## src/rtl/cfp_pkg.sv

```systemverilog
package cfp_pkg;

   // Frame delimiters.
   localparam logic [7:0] HDR_A = 8'hFE;
   localparam logic [7:0] HDR_B = 8'hFF;
   localparam logic [7:0] FTR_A = 8'h0A;
   localparam logic [7:0] FTR_B = 8'h0D;

   // Defaults for the configuration register and the payload size.
   localparam logic [7:0] CMD_ID_RESET  = 8'h01;
   localparam int         PAYLOAD_BYTES = 8;

   // Result of one byte step, handed from the recognizer to the output stage.
   typedef struct packed {
      logic        valid;
      logic [31:0] first_word;
      logic [31:0] second_word;
   } result_type;

endpackage

```

## src/rtl/cfp_frame_fsm.sv

```systemverilog
module cfp_frame_fsm #(
   parameter int PAYLOAD_BYTES = cfp_pkg::PAYLOAD_BYTES
) (
   input  logic                 clock,
   input  logic                 reset,
   input  logic                 step,
   input  logic [7:0]           rx_byte,
   input  logic [7:0]           command_id,
   output cfp_pkg::result_type  result
);

   localparam int CNT_W = $clog2(PAYLOAD_BYTES + 1);
   localparam int IDX_W = (PAYLOAD_BYTES > 1) ? $clog2(PAYLOAD_BYTES) : 1;

   typedef enum logic [7:0] {
      HUNT_A   = 8'b0000_0001,
      HUNT_B   = 8'b0000_0010,
      CMD_ID   = 8'b0000_0100,
      LENGTH   = 8'b0000_1000,
      PAYLOAD  = 8'b0001_0000,
      CHECKSUM = 8'b0010_0000,
      FOOTER_A = 8'b0100_0000,
      FOOTER_B = 8'b1000_0000
   } phase_type;

   phase_type        phase_ff, phase_in;
   logic [CNT_W-1:0] count_ff, count_in;
   logic [7:0]       sum_ff, sum_in;
   logic [7:0]       store_ff [PAYLOAD_BYTES];
   logic [63:0]      packed_payload;

   // Next phase, byte counter and running checksum for the byte at hand.
   always_comb begin
      phase_in = phase_ff;
      count_in = count_ff;
      sum_in   = sum_ff;
      unique case (phase_ff)
         HUNT_A: begin
            if (rx_byte == cfp_pkg::HDR_A) phase_in = HUNT_B;
         end
         HUNT_B: begin
            phase_in = (rx_byte == cfp_pkg::HDR_B) ? CMD_ID : HUNT_A;
         end
         CMD_ID: begin
            phase_in = (rx_byte == command_id) ? LENGTH : HUNT_A;
         end
         LENGTH: begin
            if (rx_byte == 8'(PAYLOAD_BYTES)) begin
               count_in = '0;
               sum_in   = '0;
               phase_in = PAYLOAD;
            end else begin
               phase_in = HUNT_A;
            end
         end
         PAYLOAD: begin
            count_in = count_ff + CNT_W'(1);
            sum_in   = sum_ff + rx_byte;
            if (count_in == CNT_W'(PAYLOAD_BYTES)) phase_in = CHECKSUM;
         end
         CHECKSUM: begin
            phase_in = (rx_byte == sum_ff) ? FOOTER_A : HUNT_A;
         end
         FOOTER_A: begin
            phase_in = (rx_byte == cfp_pkg::FTR_A) ? FOOTER_B : HUNT_A;
         end
         FOOTER_B: begin
            phase_in = HUNT_A;
         end
         default: begin
            phase_in = HUNT_A;
         end
      endcase
   end

   // Control state of the recognizer.
   always_ff @(posedge clock) begin
      if (reset) begin
         phase_ff <= HUNT_A;
         count_ff <= '0;
         sum_ff   <= '0;
      end else if (step) begin
         phase_ff <= phase_in;
         count_ff <= count_in;
         sum_ff   <= sum_in;
      end
   end

   // Payload bytes land at the position the counter points to.
   always_ff @(posedge clock) begin
      if (step && phase_ff == PAYLOAD) begin
         store_ff[count_ff[IDX_W-1:0]] <= rx_byte;
      end
   end

   // Byte positions beyond the payload size read as zero.
   for (genvar k = 0; k < 8; k++) begin : g_pack
      if (k < PAYLOAD_BYTES) begin : g_used
         assign packed_payload[k*8 +: 8] = store_ff[k];
      end else begin : g_unused
         assign packed_payload[k*8 +: 8] = 8'h00;
      end
   end

   // A result comes with a correct second footer byte.
   always_comb begin
      result.valid       = (phase_ff == FOOTER_B) && (rx_byte == cfp_pkg::FTR_B);
      result.first_word  = packed_payload[31:0];
      result.second_word = packed_payload[63:32];
   end

endmodule

```

## src/rtl/cfp_rsp_stage.sv

```systemverilog
module cfp_rsp_stage (
   input  logic                 clock,
   input  logic                 reset,
   input  logic                 load,
   input  cfp_pkg::result_type  result,
   input  logic                 rsp_ready,
   output logic                 rsp_valid,
   output logic [31:0]          rsp_first_word,
   output logic [31:0]          rsp_second_word,
   output logic                 free
);

   logic        valid_ff;
   logic [31:0] first_ff;
   logic [31:0] second_ff;

   // The stage can take a new result when empty or when its transaction completes now.
   assign free = !valid_ff || rsp_ready;

   always_ff @(posedge clock) begin
      if (reset) begin
         valid_ff <= 1'b0;
      end else if (load) begin
         valid_ff <= 1'b1;
      end else if (rsp_ready) begin
         valid_ff <= 1'b0;
      end
   end

   always_ff @(posedge clock) begin
      if (load) begin
         first_ff  <= result.first_word;
         second_ff <= result.second_word;
      end
   end

   assign rsp_valid       = valid_ff;
   assign rsp_first_word  = first_ff;
   assign rsp_second_word = second_ff;

endmodule

```

## src/rtl/command_frame_parser_core.sv

```systemverilog
// A result reaches rsp_valid from the footer byte's transaction via the input register,
// then the result register. Throughput: one byte per cycle through the recognizer step
// between the two, except while a byte that completes a frame waits for a full output.
// Reset (synchronous, active high) returns the recognizer to header hunting, empties
// both registers and sets command_id to 1; payload bytes are undefined until written.
module command_frame_parser_core #(
   parameter int PAYLOAD_BYTES = cfp_pkg::PAYLOAD_BYTES
) (
   input  logic        clock,
   input  logic        reset,
   input  logic        req_valid,
   output logic        req_ready,
   input  logic [7:0]  req_rx_byte,
   output logic        rsp_valid,
   input  logic        rsp_ready,
   output logic [31:0] rsp_first_word,
   output logic [31:0] rsp_second_word,
   input  logic        csr_valid,
   output logic        csr_ready,
   input  logic [7:0]  csr_data
);

   logic                in_valid_ff;
   logic [7:0]          in_byte_ff;
   logic [7:0]          cmd_id_ff;
   logic                advance;
   logic                out_free;
   cfp_pkg::result_type result;

   // Configuration writes are always taken.
   assign csr_ready = 1'b1;

   always_ff @(posedge clock) begin
      if (reset) begin
         cmd_id_ff <= cfp_pkg::CMD_ID_RESET;
      end else if (csr_valid) begin
         cmd_id_ff <= csr_data;
      end
   end

   // The held byte moves on unless it completes a frame while the output is full.
   assign advance   = in_valid_ff && (!result.valid || out_free);
   assign req_ready = !in_valid_ff || advance;

   always_ff @(posedge clock) begin
      if (reset) begin
         in_valid_ff <= 1'b0;
      end else if (req_ready) begin
         in_valid_ff <= req_valid;
      end
   end

   always_ff @(posedge clock) begin
      if (req_valid && req_ready) begin
         in_byte_ff <= req_rx_byte;
      end
   end

   cfp_frame_fsm #(
      .PAYLOAD_BYTES(PAYLOAD_BYTES)
   ) u_fsm (
      .clock      (clock),
      .reset      (reset),
      .step       (advance),
      .rx_byte    (in_byte_ff),
      .command_id (cmd_id_ff),
      .result     (result)
   );

   cfp_rsp_stage u_rsp (
      .clock           (clock),
      .reset           (reset),
      .load            (advance && result.valid),
      .result          (result),
      .rsp_ready       (rsp_ready),
      .rsp_valid       (rsp_valid),
      .rsp_first_word  (rsp_first_word),
      .rsp_second_word (rsp_second_word),
      .free            (out_free)
   );

endmodule

```

## config.mk

```make
export PLATFORM = sky130hd
export DESIGN_NAME = command_frame_parser_core
export DESIGN_NICKNAME = d
export VERILOG_FILES = /design/src/rtl/cfp_pkg.sv /design/src/rtl/cfp_frame_fsm.sv /design/src/rtl/cfp_rsp_stage.sv /design/src/rtl/command_frame_parser_core.sv
export SDC_FILE = /design/constraint.sdc
export NUM_CORES = 1
export LEC_CHECK = 0
export BUFFER_PORTS_ARGS = -buffer_cell sky130_fd_sc_hd__buf_4
export CELL_PAD_IN_SITES_DETAIL_PLACEMENT = 1
export CELL_PAD_IN_SITES_GLOBAL_PLACEMENT = 1
export CORE_ASPECT_RATIO = 0.8
export CORE_MARGIN = 5
export CORE_UTILIZATION = 47
export DETAILED_ROUTE_END_ITERATION = 10
export PLACE_DENSITY = 0.89
export SLEW_MARGIN = 20
export SYNTH_ARGS = -nofsm -noshare
export SYNTH_HDL_FRONTEND = slang
export SYNTH_SLANG_ARGS = --single-unit
```

## constraint.sdc

```tcl
create_clock -name clock -period 3.8 [get_ports clock]
set_input_delay 0.76 -clock clock [delete_from_list [all_inputs] [get_ports clock]]
set_output_delay 0.76 -clock clock [all_outputs]
set_load 0.01 [all_outputs]
```

==> impl_metrics.json <==
{
  "grt_max_degree": 65,
  "status": "completed",
  "port_buffers": 86,
  "wire_per_inst_um": 25.02,
  "cp_max_fo": 13,
  "fin_nets": 520,
  "p_comb_share_pct": 2.2,
  "clkSinkCount": 166,
  "peakVddDrop_mv": 0.3268,
  "die_y_um": 112.3,
  "drtAntennaViolNets": 0,
  "cts_tree": "done",
  "syn_inst": 395,
  "worst_path_max_delay_cell": "edfxtp_1",
  "regArea_um2": 4684,
  "power_mw": 3.801,
  "fin_skew_ns": 0.01260,
  "path_cells": "nor4_1, and4_1, nand4b_1, buf_4",
  "cp-start-kind": "flop",
  "synthArstFlopShare_pct": 0,
  "drc": 0,
  "synth.avg_cell_area_um2": 15.57,
  "fillers": 1235,
  "slew_headroom_pct": 33.51,
  "rsz0062_at_grt": "no",
  "drt_pass1_iterations": 4,
  "worst_slew_pin_slew_ns": 0.9891,
  "drt-initial-drc-count": 396,
  "viasPerCell": 5.891,
  "p_per_area_nw_per_um2": 501.0,
  "track_usage_pct": 22.67,
  "mostFrequentLayoutCells": "136 x edfxtp_1, 91 x buf_4, 30 x dfxtp_1",
  "drv_cap": 0,
  "synth_edf_count": 136,
  "hold_start": "u_fsm.store_ff[6][7]$_DFFE_PP_",
  "rrSetupSlack_ns": 0.67,
  "initial_core_util_pct": 47.97,
  "rows": 37,
  "postSynthNetCount": 425,
  "final_common_cell": "edfxtp_1",
  "grt_overflow": 0,
  "finalSetupTns_ns": 0,
  "finalHoldViolations": 0,
  "die-width_um": 137.9,
  "pwr-share-seq_pct": 53.1,
  "ff2ff_path_depth": 4,
  "worstReg2RegEnd": "u_fsm.store_ff[4][7]$_DFFE_PP_",
  "placed_cells": 646,
  "setup_ws_ns": 0.6071,
  "cts_resized": 0,
  "required_ns": 3.04,
  "clk_latency_ns": 0.43,
  "diodes": 0,
  "vias": 3994,
  "power.internal_mw": 2.982,
  "drt_wl_total_um": 16960,
  "utilization_pct": 59.17,
  "core-area_um2": 12820,
  "period_needed_ns": 3.193,
  "yosysUniqueCellTypes": 59,
  "post-dp-hpwl_um": 10340,
  "fmaxAchievable_ghz": 0.3132,
  "finalSetupViolations": 0,
  "p_clk_share_pct": 44.8,
  "h-tree-depth": 4,
  "crit-reg2reg-launch": "u_fsm.phase_ff[7]$_SDFFE_PP0P_",
  "crit_path_end": "req_ready",
  "synthToLayoutAreaGrowth_pct": 23.35,
  "crit_path_start": "in_byte_ff[4]$_DFFE_PP_",
  "ys_seq_elements": 166,
  "grt_pass1_wl_um": 25660,
  "ioPinCount": 88,
  "clk_pin_slew_ns": 0.07,
  "leakagePower_nw": 2.646,
  "place_ws_ns": 0.7211,
  "place.gp.congestion": 0.8497,
  "swShare_pct": 21.54,
  "antenna_found_initial": 0,
  "fin_cells": 678,
  "synth_area_um2": 6151,
  "cpPeakStageDelay_ns": 0.72,
  "crit_type": "reg -> out",
  "multi_input_area_um2": 1404,
  "crit_path_end_kind": "primary output",
  "hold_buffers": 0,
  "finalCritPeriodShare_pct": 84.02,
  "cts_max_path_buffers": 2,
  "slew_violations": 0,
  "ys_seq_area_share_pct": 76.16,
  "p_sw_mw": 0.8188,
  "cts_setup_buffers": 0,
  "ys_warn_count": 0,
  "hold_class": "reg -> reg",
  "arrival_ns": 2.43,
  "layout-drive-gt1-share_pct": 26.64,
  "synth-main-ff-cell": "edfxtp_1",
  "dieArea_um2": 15490,
  "root_buffer": "clkbuf_16",
  "grt_pass1_vias": 4191,
  "cts_buffers": 17
}
[metrics by stage]
| step | hold slack [ns] | cell area (µm²) |
|---|---|---|
| global route | 0.4257 | 7587 |
| floorplan | 0.4003 | 6151 |
| CTS | 0.4184 | 7582 |
| global placement | 0.4009 | 7004 |
| finish | 0.4075 | 7587 |
| detailed placement | 0.4063 | 7004 |
[power by group through the flow]
stage,Clock [mW],Sequential (mW),Combinational (mW)
after floorplan,0,2.03,0.0528
after global placement,0,2.05,0.0735
after detailed placement,0,2.05,0.0791
after CTS,1.72,2.02,0.0821
after global routing,1.84,2.02,0.0897
final,1.70,2.02,0.0831
[layout make-up]
class / count / share of cell area [%]
flip-flops and latches: 166 / 61.74
multi-input cells: 209 / 18.50
inverters: 5 / 0.2474
repair buffers: 91 / 9.004
clock buffers: 18 / 5.656
clock inverters: 14 / 1.962
well taps: 175 / 2.886
[layer usage]
| layer | GRT usage, % | vias up | routed length (µm) |
|---|---|---|---|
| met5 | 0 | - | 0 |
| met4 | 7.702 | 0 | 462 |
| met3 | 6.183 | 41 | 1354 |
| met2 | 38.65 | 202 | 8494 |
| met1 | 27.82 | 2021 | 6649 |
| li1 | - | 1730 | - |
[worst max-delay path: cells and delay by family (launching register included)]
kind / cells / cell delay [ns]
buffers and inverters: 1 / 0.23
DFF: 1 / 0.72
and+or+nand+nor: 3 / 1.05
[cells by family after synthesis]
logic type      count (synthesis)  synth area share, %
flops                         166                76.16
simple gates                  113                10.76
compound gates                 67                6.795
buf+inv                        20                1.424
xor+xnor                       12                1.709
fa+ha+maj                       9                1.953
mux                             7                1.139
other cells                     1              0.06097
[worst min-delay path by stage]
stage / to / slack [ns] / cells past startpoint
floorplan: rsp_first_word[0]$_DFFE_PP_ / 0.40 / 0
global placement: rsp_first_word[17]$_DFFE_PP_ / 0.40 / 0
detailed placement: rsp_first_word[14]$_DFFE_PP_ / 0.41 / 0
CTS: rsp_second_word[23]$_DFFE_PP_ / 0.42 / 0
global route: rsp_first_word[4]$_DFFE_PP_ / 0.43 / 0
finish: rsp_second_word[23]$_DFFE_PP_ / 0.41 / 0
[state kept, by name, indices dropped and copies added, names as in the netlist, 4 cells and up]
register / flops
u_fsm.store_ff: 64
rsp_first_word: 32
rsp_second_word: 32
cmd_id_ff: 8
in_byte_ff: 8
u_fsm.phase_ff: 8
u_fsm.sum_ff: 8
u_fsm.count_ff: 4
[Yosys cell counts (all sizes together), types with 2 or more instances]
library cell / instances / area, µm²
or2: 2 / 12.51
edfxtp: 136 / 4084
buf: 5 / 31.28
or3: 5 / 31.28
nand3: 10 / 50.05
nor3: 10 / 50.05
nor4b: 5 / 43.79
a211oi: 2 / 15.01
xnor2: 2 / 17.52
nor2: 18 / 67.56
nand2: 14 / 52.55
nand4: 8 / 50.05
xor2: 10 / 87.58
clkbuf: 10 / 37.54
o21ai: 20 / 100.1
inv: 5 / 18.77
nand2b: 5 / 31.28
and3: 3 / 20.02
or4: 4 / 33.78
nor2b: 4 / 25.02
a311oi: 3 / 26.28
and2: 5 / 31.28
mux2i: 7 / 70.07
ha: 8 / 100.1
a21oi: 24 / 120.1
o221ai: 2 / 17.52
o21bai: 2 / 15.01
nand4b: 4 / 35.03
dfxtp: 30 / 600.6
nor4bb: 2 / 20.02
nor4: 9 / 62.56
(Power assumes the default switching activity.)
